--- config.mk ---
export PLATFORM = sky130hd
export DESIGN_NAME = serial_shift_engine
export DESIGN_NICKNAME = d
export VERILOG_FILES = /design/src/sse_pkg.sv /design/src/serial_shift_engine.sv
export SDC_FILE = /design/constraint.sdc
export NUM_CORES = 1
export LEC_CHECK = 0
export ABC_CLOCK_PERIOD_IN_PS = 7500
export BUFFER_PORTS_ARGS = -buffer_cell sky130_fd_sc_hd__buf_2
export CAP_MARGIN = 25
export CORE_AREA = 4 4 173 175
export DETAILED_ROUTE_END_ITERATION = 10
export DIE_AREA = 0 0 177 179
export PLACE_DENSITY = 0.86
export SYNTH_ARGS = -nofsm -noshare
export SYNTH_HDL_FRONTEND = slang
export SYNTH_SLANG_ARGS = --single-unit
--- constraint.sdc ---
create_clock -name i_clk -period 7.5 [get_ports i_clk]
set_input_delay 0.75 -clock i_clk [delete_from_list [all_inputs] [get_ports i_clk]]
set_output_delay 0.75 -clock i_clk [all_outputs]
set_load 0.02 [all_outputs]
--- src/sse_pkg.sv ---
`timescale 1ns / 1ps
`default_nettype none
// sse_pkg: shared constants of the serial shift engine
// widths, operation codes and configuration register indexes
// no dependencies
package sse_pkg;

    localparam int MAX_BITS = 64;
    localparam int IDX_W    = $clog2(MAX_BITS);
    localparam int CNT_W    = $clog2(MAX_BITS + 1);

    // fixed field widths of the stream items
    localparam int OP_W        = 2;
    localparam int WORD_W      = 64;
    localparam int BIT_COUNT_W = 7;
    localparam int IN_DATA_W   = 72;
    localparam int OUT_DATA_W  = 72;

    localparam int CFG_INDEX_W = 8;
    localparam int CFG_DATA_W  = 8;
    localparam int DELAY_W     = 8;

    localparam logic [OP_W-1:0] OP_TICK = 2'd0;
    localparam logic [OP_W-1:0] OP_OUT  = 2'd1;
    localparam logic [OP_W-1:0] OP_IN   = 2'd2;

    localparam logic [CFG_INDEX_W-1:0] CFG_LEAD_MSB    = 8'd0;
    localparam logic [CFG_INDEX_W-1:0] CFG_HIGH_TICKS  = 8'd1;
    localparam logic [CFG_INDEX_W-1:0] CFG_LOW_TICKS   = 8'd2;
    localparam logic [CFG_INDEX_W-1:0] CFG_SAMPLE_PRE  = 8'd3;

endpackage
`default_nettype wire

--- src/serial_shift_engine.sv ---
`timescale 1ns / 1ps
`default_nettype none
// serial_shift_engine: serial clock/data master driven one tick per input item
// depends on sse_pkg
//
// usage:
//   s_axis carries one item per pin tick. tuser is the op: tick, start shift
//   out or start shift in. a start is itself the first tick of its transfer.
//   m_axis returns exactly one result per item: pin levels after the tick,
//   busy, a done pulse, the gathered read word and a refused-start flag.
//   the cfg channel writes the bit order, clock high/low extra ticks and the
//   sampling mode; it is always ready and is meant to be used while idle.
// throughput:
//   one item per cycle unless the output stalls. an item's result is in the
//   output register in the cycle after its transfer; pin state update and
//   result compute are one combinational pass from state to that register.
// reset:
//   synchronous, active low. all state, config and the output register clear,
//   pins low, read word zero.
// stall:
//   while a result waits with m_axis_tready low, s_axis_tready drops; the
//   output register takes the next result in the cycle the old one leaves.
module serial_shift_engine (
    input  wire logic                              i_clk,
    input  wire logic                              i_rst_n,
    input  wire logic                              s_axis_tvalid,
    output logic                                   s_axis_tready,
    // [63:0] shift_word, [70:64] bit_count, [71] data_in_level
    input  wire logic [sse_pkg::IN_DATA_W-1:0]     s_axis_tdata,
    // [1:0] op
    input  wire logic [sse_pkg::OP_W-1:0]          s_axis_tuser,
    output logic                                   m_axis_tvalid,
    input  wire logic                              m_axis_tready,
    // [0] clock_level, [1] data_out_level, [2] busy_res, [3] done_res,
    // [67:4] read_word, [68] bad_request, [71:69] zero
    output logic [sse_pkg::OUT_DATA_W-1:0]         m_axis_tdata,
    input  wire logic                              i_cfg_valid,
    output logic                                   o_cfg_ready,
    input  wire logic [sse_pkg::CFG_INDEX_W-1:0]   i_cfg_index,
    input  wire logic [sse_pkg::CFG_DATA_W-1:0]    i_cfg_data
);

    localparam logic [1:0] PH_IDLE = 2'd0;
    localparam logic [1:0] PH_HIGH = 2'd1;
    localparam logic [1:0] PH_LOW  = 2'd2;

    // configuration
    logic                              r_lead_msb;
    logic [sse_pkg::DELAY_W-1:0]       r_high_ticks;
    logic [sse_pkg::DELAY_W-1:0]       r_low_ticks;
    logic                              r_sample_pre;

    // engine state
    logic [sse_pkg::MAX_BITS-1:0]      r_send_word,     n_send_word;
    logic [sse_pkg::MAX_BITS-1:0]      r_gathered_word, n_gathered_word;
    logic [sse_pkg::MAX_BITS-1:0]      r_bit_mask,      n_bit_mask;
    logic [sse_pkg::CNT_W-1:0]         r_bits_left,     n_bits_left;
    logic [1:0]                        r_phase,         n_phase;
    logic [sse_pkg::DELAY_W-1:0]       r_delay_count,   n_delay_count;
    logic                              r_reading,       n_reading;
    logic                              r_clock_reg,     n_clock_reg;
    logic                              r_data_reg,      n_data_reg;

    logic                              r_out_valid;
    logic [sse_pkg::OUT_DATA_W-1:0]    r_out_data;

    logic                              in_fire;
    logic [sse_pkg::OP_W-1:0]          in_op;
    logic [sse_pkg::WORD_W-1:0]        in_word;
    logic [sse_pkg::BIT_COUNT_W-1:0]   in_cnt;
    logic                              in_din;
    logic [sse_pkg::IDX_W-1:0]         cnt_m1;
    logic [sse_pkg::MAX_BITS-1:0]      first_mask;
    logic [sse_pkg::MAX_BITS-1:0]      next_mask;
    logic                              bad;
    logic                              done;
    logic [sse_pkg::WORD_W-1:0]        read_ext;
    logic [sse_pkg::OUT_DATA_W-1:0]    n_out_data;

    assign s_axis_tready = !r_out_valid || m_axis_tready;
    assign in_fire       = s_axis_tvalid && s_axis_tready;
    assign in_op         = s_axis_tuser;
    assign in_word       = s_axis_tdata[63:0];
    assign in_cnt        = s_axis_tdata[70:64];
    assign in_din        = s_axis_tdata[71];
    // wraps so that a full-width count points at the top bit
    assign cnt_m1        = in_cnt[sse_pkg::IDX_W-1:0] - sse_pkg::IDX_W'(1);

    assign o_cfg_ready   = 1'b1;
    assign m_axis_tvalid = r_out_valid;
    assign m_axis_tdata  = r_out_data;

    always_comb begin
        first_mask = '0;
        if (r_lead_msb) begin
            first_mask[cnt_m1] = 1'b1;
        end else begin
            first_mask[0] = 1'b1;
        end
        next_mask = r_lead_msb ? (r_bit_mask >> 1) : (r_bit_mask << 1);
    end

    always_comb begin
        n_send_word     = r_send_word;
        n_gathered_word = r_gathered_word;
        n_bit_mask      = r_bit_mask;
        n_bits_left     = r_bits_left;
        n_phase         = r_phase;
        n_delay_count   = r_delay_count;
        n_reading       = r_reading;
        n_clock_reg     = r_clock_reg;
        n_data_reg      = r_data_reg;
        bad             = 1'b0;
        done            = 1'b0;
        if (in_fire) begin
            if (in_op == sse_pkg::OP_OUT || in_op == sse_pkg::OP_IN) begin
                if (r_phase != PH_IDLE || in_cnt == '0
                        || in_cnt > sse_pkg::BIT_COUNT_W'(sse_pkg::MAX_BITS)) begin
                    bad = 1'b1;
                end else begin
                    n_reading   = (in_op == sse_pkg::OP_IN);
                    n_bits_left = in_cnt[sse_pkg::CNT_W-1:0];
                    n_bit_mask  = first_mask;
                    if (n_reading) begin
                        n_gathered_word = (r_sample_pre && in_din) ? first_mask : '0;
                    end else begin
                        n_send_word = in_word[sse_pkg::MAX_BITS-1:0];
                        n_data_reg  = |(n_send_word & first_mask);
                    end
                    n_clock_reg   = 1'b1;
                    n_phase       = PH_HIGH;
                    n_delay_count = r_high_ticks;
                end
            end else begin
                unique case (r_phase)
                    PH_HIGH: begin
                        if (r_delay_count != '0) begin
                            n_delay_count = r_delay_count - 8'd1;
                        end else begin
                            n_clock_reg   = 1'b0;
                            n_phase       = PH_LOW;
                            n_delay_count = r_low_ticks;
                        end
                    end
                    PH_LOW: begin
                        if (r_delay_count != '0) begin
                            n_delay_count = r_delay_count - 8'd1;
                        end else begin
                            // post-pulse sample lands on the bit just clocked
                            if (r_reading && !r_sample_pre && in_din) begin
                                n_gathered_word = n_gathered_word | r_bit_mask;
                            end
                            if (r_bits_left > sse_pkg::CNT_W'(1)) begin
                                n_bits_left = r_bits_left - sse_pkg::CNT_W'(1);
                                n_bit_mask  = next_mask;
                                if (r_reading && r_sample_pre && in_din) begin
                                    n_gathered_word = n_gathered_word | next_mask;
                                end
                                if (!r_reading) begin
                                    n_data_reg = |(r_send_word & next_mask);
                                end
                                n_clock_reg   = 1'b1;
                                n_phase       = PH_HIGH;
                                n_delay_count = r_high_ticks;
                            end else begin
                                n_bits_left   = '0;
                                n_bit_mask    = '0;
                                n_reading     = 1'b0;
                                n_clock_reg   = 1'b0;
                                n_phase       = PH_IDLE;
                                n_delay_count = '0;
                                done          = 1'b1;
                            end
                        end
                    end
                    default: begin
                        n_phase = PH_IDLE;
                    end
                endcase
            end
        end
    end

    always_comb begin
        read_ext = '0;
        read_ext[sse_pkg::MAX_BITS-1:0] = n_gathered_word;
        n_out_data = {3'b000, bad, read_ext, done, (n_phase != PH_IDLE),
                      n_data_reg, n_clock_reg};
    end

    always_ff @(posedge i_clk) begin
        if (!i_rst_n) begin
            r_lead_msb   <= 1'b0;
            r_high_ticks <= '0;
            r_low_ticks  <= '0;
            r_sample_pre <= 1'b0;
        end else if (i_cfg_valid) begin
            unique case (i_cfg_index)
                sse_pkg::CFG_LEAD_MSB:   r_lead_msb   <= i_cfg_data[0];
                sse_pkg::CFG_HIGH_TICKS: r_high_ticks <= i_cfg_data;
                sse_pkg::CFG_LOW_TICKS:  r_low_ticks  <= i_cfg_data;
                sse_pkg::CFG_SAMPLE_PRE: r_sample_pre <= i_cfg_data[0];
                default: ;
            endcase
        end
    end

    always_ff @(posedge i_clk) begin
        if (!i_rst_n) begin
            r_send_word     <= '0;
            r_gathered_word <= '0;
            r_bit_mask      <= '0;
            r_bits_left     <= '0;
            r_phase         <= PH_IDLE;
            r_delay_count   <= '0;
            r_reading       <= 1'b0;
            r_clock_reg     <= 1'b0;
            r_data_reg      <= 1'b0;
            r_out_valid     <= 1'b0;
        end else begin
            r_send_word     <= n_send_word;
            r_gathered_word <= n_gathered_word;
            r_bit_mask      <= n_bit_mask;
            r_bits_left     <= n_bits_left;
            r_phase         <= n_phase;
            r_delay_count   <= n_delay_count;
            r_reading       <= n_reading;
            r_clock_reg     <= n_clock_reg;
            r_data_reg      <= n_data_reg;
            if (in_fire) begin
                r_out_valid <= 1'b1;
            end else if (m_axis_tready) begin
                r_out_valid <= 1'b0;
            end
        end
    end

    always_ff @(posedge i_clk) begin
        if (!i_rst_n) begin
            r_out_data <= '0;
        end else if (in_fire) begin
            r_out_data <= n_out_data;
        end
    end

    // clock pin is high exactly in the high phase
    a_clock_phase: assert property (@(posedge i_clk) disable iff (!i_rst_n)
        r_clock_reg == (r_phase == PH_HIGH))
        else $error("clock level out of step with phase");

    // idle engine holds no bits and no mask
    a_idle_clear: assert property (@(posedge i_clk) disable iff (!i_rst_n)
        (r_phase == PH_IDLE) |-> (r_bits_left == '0 && r_bit_mask == '0))
        else $error("idle with bits pending");

    a_mask_onehot: assert property (@(posedge i_clk) disable iff (!i_rst_n)
        $onehot0(r_bit_mask))
        else $error("bit mask has more than one bit set");

    // a valid start while idle always launches the first pulse
    a_start_launch: assert property (@(posedge i_clk) disable iff (!i_rst_n)
        (in_fire && (in_op == sse_pkg::OP_OUT || in_op == sse_pkg::OP_IN)
            && r_phase == PH_IDLE && in_cnt != '0
            && in_cnt <= sse_pkg::BIT_COUNT_W'(sse_pkg::MAX_BITS))
        |=> (r_phase == PH_HIGH && r_bits_left != '0))
        else $error("start did not launch a pulse");

endmodule
`default_nettype wire

==> impl_metrics.tcl, run 1 <==
set metrics [dict create \
    grt_pass1_wl_um 82800 \
    core-area_mm2 0.0285 \
    hold_depth 3 \
    syn_to_final_growth_pct 13.4 \
    largest_reg_flops 69 \
    grt_overflow 0 \
    drv_slew 0 \
    gp_congestion 1.01 \
    hold_viol 0 \
    tritoncts "built" \
    max_slew_margin_pct 34.9 \
    root_buffer "clkbuf_16" \
    final_cell_mix "nor2_1 (367), dfxtp_1 (298), buf_2 (165), a221oi_1 (103), mux2i_1 (93)" \
    p_leak_nw 6.86 \
    final_area_mm2 0.0175 \
    ant_nets 0 \
    drive_gt1_share_pct 18.7 \
    initial_core_util_pct 54.2 \
    drt-wirelength-per-cell_um 23.9 \
    nets 2005 \
    met2_usage_pct 48.9 \
    rr_worst_depth 7 \
    status "finished, final reports clean" \
    via_count 15600 \
    dieArea_mm2 0.0317 \
    antenna_found_initial 0 \
    synthCells 1826 \
    finClkSkew_ns 0.0234 \
    timing.rr.start "r_lead_msb$_SDFFE_PN0P_" \
    setup_viol 0 \
    use_met1_pct 46.4 \
    finalCriticalPeriod_ns 3.86 \
    whs_endpoint "r_send_word[24]$_SDFFE_PN0P_" \
    reg2reg_slack_ns 3.81 \
    die_w_um 177 \
    synthFlopType "dfxtp_1" \
    synth.yosys.seq_area_share_pct 38.9 \
    post_cts_buffers 0 \
    clk_pin_slew_worst_paths_ns 0.06 \
    fin_cells 2307 \
    cts_sinks 300 \
    grt_max_degree 108 \
    ys_types 83 \
    r2r_end "m_axis_tdata[1]$_SDFFE_PN0P_" \
    final.setup.tns_ns 0 \
    total_power_mw 4.12 \
    synthArstFlopShare_pct 0 \
    drv_cap 0 \
    die_h_um 179 \
    cp-startpoint "s_axis_tdata[64]" \
    syn-cell-area_mm2 0.0154 \
    antenna_cells 0 \
    ir_drop_uv 188 \
    min_from "s_axis_tdata[24]" \
    dr.first_iter.drc_count 2526 \
    pre_cts_slack_ns 3.13 \
    cp-start-kind "input pin" \
    max_freq_ghz 0.259 \
    io-pin-count 170 \
    clk_latency_ns 0.59 \
    drcViolationCount 0 \
    routed_wl_um 55200 \
    vias_per_cell 6.76 \
    grt_pass1_vias 14100 \
    clockBufferDepth 3 \
    cp-end-kind "flop" \
    fp-row-count 62 \
    fin_crit_sh_pct 51.5 \
    dp_cells 2246 \
    critPathArrivalTime_ns 4.39 \
    place_hpwl_um 38800 \
    cts_resized 0 \
    setup_slack_ns 3.64 \
    power_density_mw_per_mm2 236 \
    layout_commonest_cell "nor2_1" \
    worst_pin_slew_ns 0.968 \
    required_ns 8.02 \
    gr-usage-all-layers_pct 33.1 \
    dpl_cell_area_mm2 0.0163 \
    yosysWarnings 0 \
    drt_first_pass_iters 6 \
    top_usage_layer "met2" \
    rsz0062_at_grt "false" \
    cts-buffers-inserted 31 \
    h-tree-depth 1 \
    synth_edf_count 0 \
    timing.hold.ws_ns 0.417 \
    ys_seq_elements 300 \
    crit_type "input pin to flop" \
    critical_path.max_fanout 28 \
    portBuffers 165 \
    hp-class "input pin to flop" \
    ctsHoldBuffers 0 \
    grtUsageMet3_pct 7.25 \
    avgSynthCellArea_um2 8.45 \
    utilization_pct 61.5 \
]
-- report_power, final --
group / total [mW] / switching, mW / internal, mW
logic: 0.672 / 0.442 / 0.230
clock network: 1.69 / 0.682 / 1.01
registers: 1.76 / 0.0778 / 1.69
total: 4.12 / 1.20 / 2.92
-- worst max path at each step --
stage | end | cells after the start | slack (ns)
global placement | r_gathered_word[1]$_SDFF_PN0_ | 10 | 3.03
floorplan | m_axis_tdata[5]$_SDFFE_PN0P_ | 12 | 4.26
global route | m_axis_tdata[23]$_SDFFE_PN0P_ | 10 | 3.50
finish | r_gathered_word[19]$_SDFF_PN0_ | 10 | 3.64
CTS | m_axis_tdata[30]$_SDFFE_PN0P_ | 10 | 3.63
detailed placement | r_gathered_word[20]$_SDFF_PN0_ | 9 | 3.13
-- final cells by class --
cell class / instances / area [µm²]
Fill cell: 2387 / 11000
Sequential cell: 300 / 6010
Multi-Input combinational cell: 1349 / 8710
Tap cell: 384 / 480
Timing Repair Buffer: 192 / 1090
Clock inverter: 17 / 224
Inverter: 25 / 96.3
Clock buffer: 40 / 890
-- worst max-delay path: stages --
cell     delay, ns
buf_2         0.40
inv_1         0.29
ha_1          0.41
xor2_2        0.21
buf_4         0.27
nor3_1        0.52
nand4_1       0.68
o221a_2       0.53
nor2_1        0.16
o21a_1        0.15
-- logic make-up after synthesis --
kind of cell               Yosys count  share of synthesized area [%]
other                                2                         0.0487
xor gates and xnor gates             9                          0.608
and+or+nand+nor                    677                           20.1
AOI/OAI and AO/OA                  492                           23.6
buffers and inverters              179                           5.16
adders and majority gates           11                          0.892
muxes                              156                           10.6
DFF                                300                           38.9
-- metal layers --
metal | routed length [µm] | up-vias
met5 | 0 | -
met4 | 2960 | 0
met3 | 7780 | 186
met2 | 23000 | 1196
met1 | 21500 | 7362
li1 | - | 6851
-- synth_stat cells (5+ instances only) --
library cell	instances	share of area, %
nor4_1	8	0.32
a22oi_1	29	1.4
buf_4	9	0.44
mux2_2	62	4.5
a221oi_1	103	5.8
nor2_2	5	0.20
nand3b_1	9	0.44
o21ai_0	80	2.6
nand4_1	12	0.49
xnor2_1	6	0.34
dfxtp_1	300	39
and2_1	5	0.20
o21ai_1	5	0.16
nor3_1	72	2.3
buf_2	36	1.2
o221a_2	9	0.66
buf_1	7	0.17
nor2_1	369	9.0
clkbuf_1	96	2.3
buf_6	6	0.44
a211oi_1	14	0.68
a221o_1	9	0.58
and3_1	10	0.41
ha_1	11	0.89
nand2b_1	8	0.32
or3_1	5	0.20
o211ai_1	7	0.34
mux2i_1	93	6.0
nor2b_1	33	1.3
a21oi_1	57	1.8
o21a_1	57	2.8
inv_1	24	0.58
a31oi_1	29	1.2
nand2_1	82	2.0
or4_1	7	0.34
a22o_1	39	2.2
nand3_1	28	0.91
(Power assumes the default switching activity.)
==> run 2, diff against run 1 <==
--- a/config.mk
+++ b/config.mk
@@ -5,7 +5,7 @@
 export SDC_FILE = /design/constraint.sdc
 export NUM_CORES = 1
 export LEC_CHECK = 0
-export ABC_CLOCK_PERIOD_IN_PS = 7500
+export ABC_CLOCK_PERIOD_IN_PS = 4000
 export BUFFER_PORTS_ARGS = -buffer_cell sky130_fd_sc_hd__buf_2
 export CAP_MARGIN = 25
 export CORE_AREA = 4 4 173 175
==> constraint.sdc (replaced) <==
create_clock -name i_clk -period 4 [get_ports i_clk]
set_input_delay 0.4 -clock i_clk [delete_from_list [all_inputs] [get_ports i_clk]]
set_output_delay 0.4 -clock i_clk [all_outputs]
set_load 0.02 [all_outputs]
==> run 2 against run 1 <==
Effect of this change:
- non-clock buffer count rose by 25
- routed wire length increased by 4.8%
- clock skew is 0.0044 ns lower
- first-iteration DRC count grew 17%
- register-to-register slack lost 3.1 ns
- highest routed layer unchanged
==> impl_metrics.tcl, run 2 (synthesis gave the netlist of run 1 again) <==
set metrics [dict create \
    status "finished, final reports clean" \
    p_leak_nw 6.98 \
    syn_to_final_growth_pct 14.8 \
    clockBufferDepth 3 \
    drt-wirelength-per-cell_um 24.8 \
    cts_sinks 300 \
    worst_pin_slew_ns 1.03 \
    max_slew_margin_pct 31.0 \
    finClkSkew_ns 0.0190 \
    cts_resized 0 \
    max_freq_ghz 0.301 \
    final_cell_mix "nor2_1 (367), dfxtp_1 (298), buf_2 (165), a221oi_1 (103), mux2i_1 (93)" \
    clk_latency_ns 0.53 \
    drt_first_pass_iters 7 \
    required_ns 4.38 \
    met2_length_um 24300 \
    setup_viol 0 \
    finalCriticalPeriod_ns 3.32 \
    highest_layer "met4" \
    die_h_um 179 \
    via_count 15800 \
    pre_cts_slack_ns 0.623 \
    grt_max_degree 73 \
    core-area_mm2 0.0285 \
    fin_crit_sh_pct 83.1 \
    hold_viol 0 \
    io-pin-count 170 \
    dr.first_iter.drc_count 2954 \
    wl_met1_um 23000 \
    crit_type "flop to flop" \
    die_w_um 177 \
    drv_slew 0 \
    h-tree-depth 2 \
    rr_worst_depth 9 \
    drive_gt1_share_pct 19.8 \
    hold_depth 3 \
    worstPathCellList "inv_1 > ha_1 > nor2b_1 > and3b_1 > nand3_1 > a21o_2 > buf_4 > a221oi_1 > nor3_1" \
    place_hpwl_um 41300 \
    post_cts_buffers 0 \
    grt_overflow 0 \
    tritoncts "built" \
    largest_reg_flops 69 \
    drcViolationCount 0 \
    cts-buffers-inserted 34 \
    cp-start-kind "flop" \
    setup_slack_ns 0.678 \
    cp-end-kind "flop" \
    nets 2033 \
    antenna_found_initial 2 \
    critical_path.max_fanout 41 \
    wl_met3_um 7780 \
    dieArea_mm2 0.0317 \
    utilization_pct 62.3 \
    grt_pass1_wl_um 86300 \
    ir_drop_uv 278 \
    rsz0062_at_grt "false" \
    gr-usage-all-layers_pct 34.9 \
    total_power_mw 7.89 \
    multiInputGateArea_mm2 0.00870 \
    ctsHoldBuffers 0 \
    critPathArrivalTime_ns 3.70 \
    fp-row-count 62 \
    antenna_cells 0 \
    hp-class "input pin to flop" \
    layout_commonest_cell "nor2_1" \
    clk_pin_slew_worst_paths_ns 0.06 \
    layout.area.seq_mm2 0.00601 \
    n_fill_cell 2450 \
    routed_wl_um 57900 \
    final.setup.tns_ns 0 \
    vias_per_cell 6.77 \
    root_buffer "clkbuf_16" \
    initial_core_util_pct 54.2 \
    gp_congestion 1.08 \
    ant_nets 0 \
    power_density_mw_per_mm2 445 \
    portBuffers 165 \
    drv_cap 0 \
    critical-path-max-stage-delay_ns 0.62 \
    grt_pass1_vias 14400 \
    cp_slowest_cell "and3b_1" \
]
## run 2: cell types whose count changed in the layout (fill, tap and decap cells not counted), moves of 2 or more
cell,before,now
clkbuf_8,8,11
clkinv_2,8,4
clkinvlp_4,1,4
bufinv_16,5,3
buf_4,23,50
clkbuf_16,31,34
buf_16,2,0
## run 2: worst max-delay path: cells and delay by family (launching register included)
kind	cells	cell delay (ns)
AOI/OAI and AO/OA	2	0.90
buffers and inverters	2	0.48
adders and majority gates	1	0.16
and+or+nand+nor	4	1.24
DFF	1	0.37
## run 2: path summary, 6_finish.rpt
path                                               startpoint                             to  slack (ns)
worst max-delay path            r_delay_count[0]$_SDFFE_PN0P_    r_bit_mask[15]$_SDFFE_PN0P_        0.68
worst min-delay path                          s_axis_tdata[2]    r_send_word[2]$_SDFFE_PN0P_        0.13
worst max register to register  r_delay_count[0]$_SDFFE_PN0P_    r_bit_mask[15]$_SDFFE_PN0P_        0.68
worst min register to register  m_axis_tdata[54]$_SDFFE_PN0P_  m_axis_tdata[54]$_SDFFE_PN0P_        0.46
## run 2: area by class of cell
type	instances	area share, %
tap	384	2.71
inverter	25	0.544
clock buffer	47	5.70
timing repair buffer	217	7.00
sequential	300	33.9
multi-input combinational	1349	49.1
clock inverter	15	1.03
## run 2: stage by stage
step	instances	cell area, µm²	hold slack, ns
after floorplan	1828	15400	0.440
after detailed placement	2274	16500	0.450
after global placement	2274	16500	0.443
after CTS	2336	17700	0.122
final	2337	17700	0.133
after global routing	2337	17700	0.135
## run 2: layer usage
| layer | track usage, % | up-vias |
|---|---|---|
| met2 | 51.4 | 1286 |
| met4 | 15.3 | 0 |
| met1 | 49.1 | 7432 |
| li1 | - | 6902 |
| met5 | 0 | - |
| met3 | 8.18 | 200 |
## run 2: power breakdown
part,switching (mW),internal [mW],leakage (nW),total (mW)
logic,0.839,0.447,3.94,1.29
registers,0.149,3.16,2.46,3.31
clock network,1.31,1.97,0.579,3.29
total,2.30,5.58,6.98,7.89
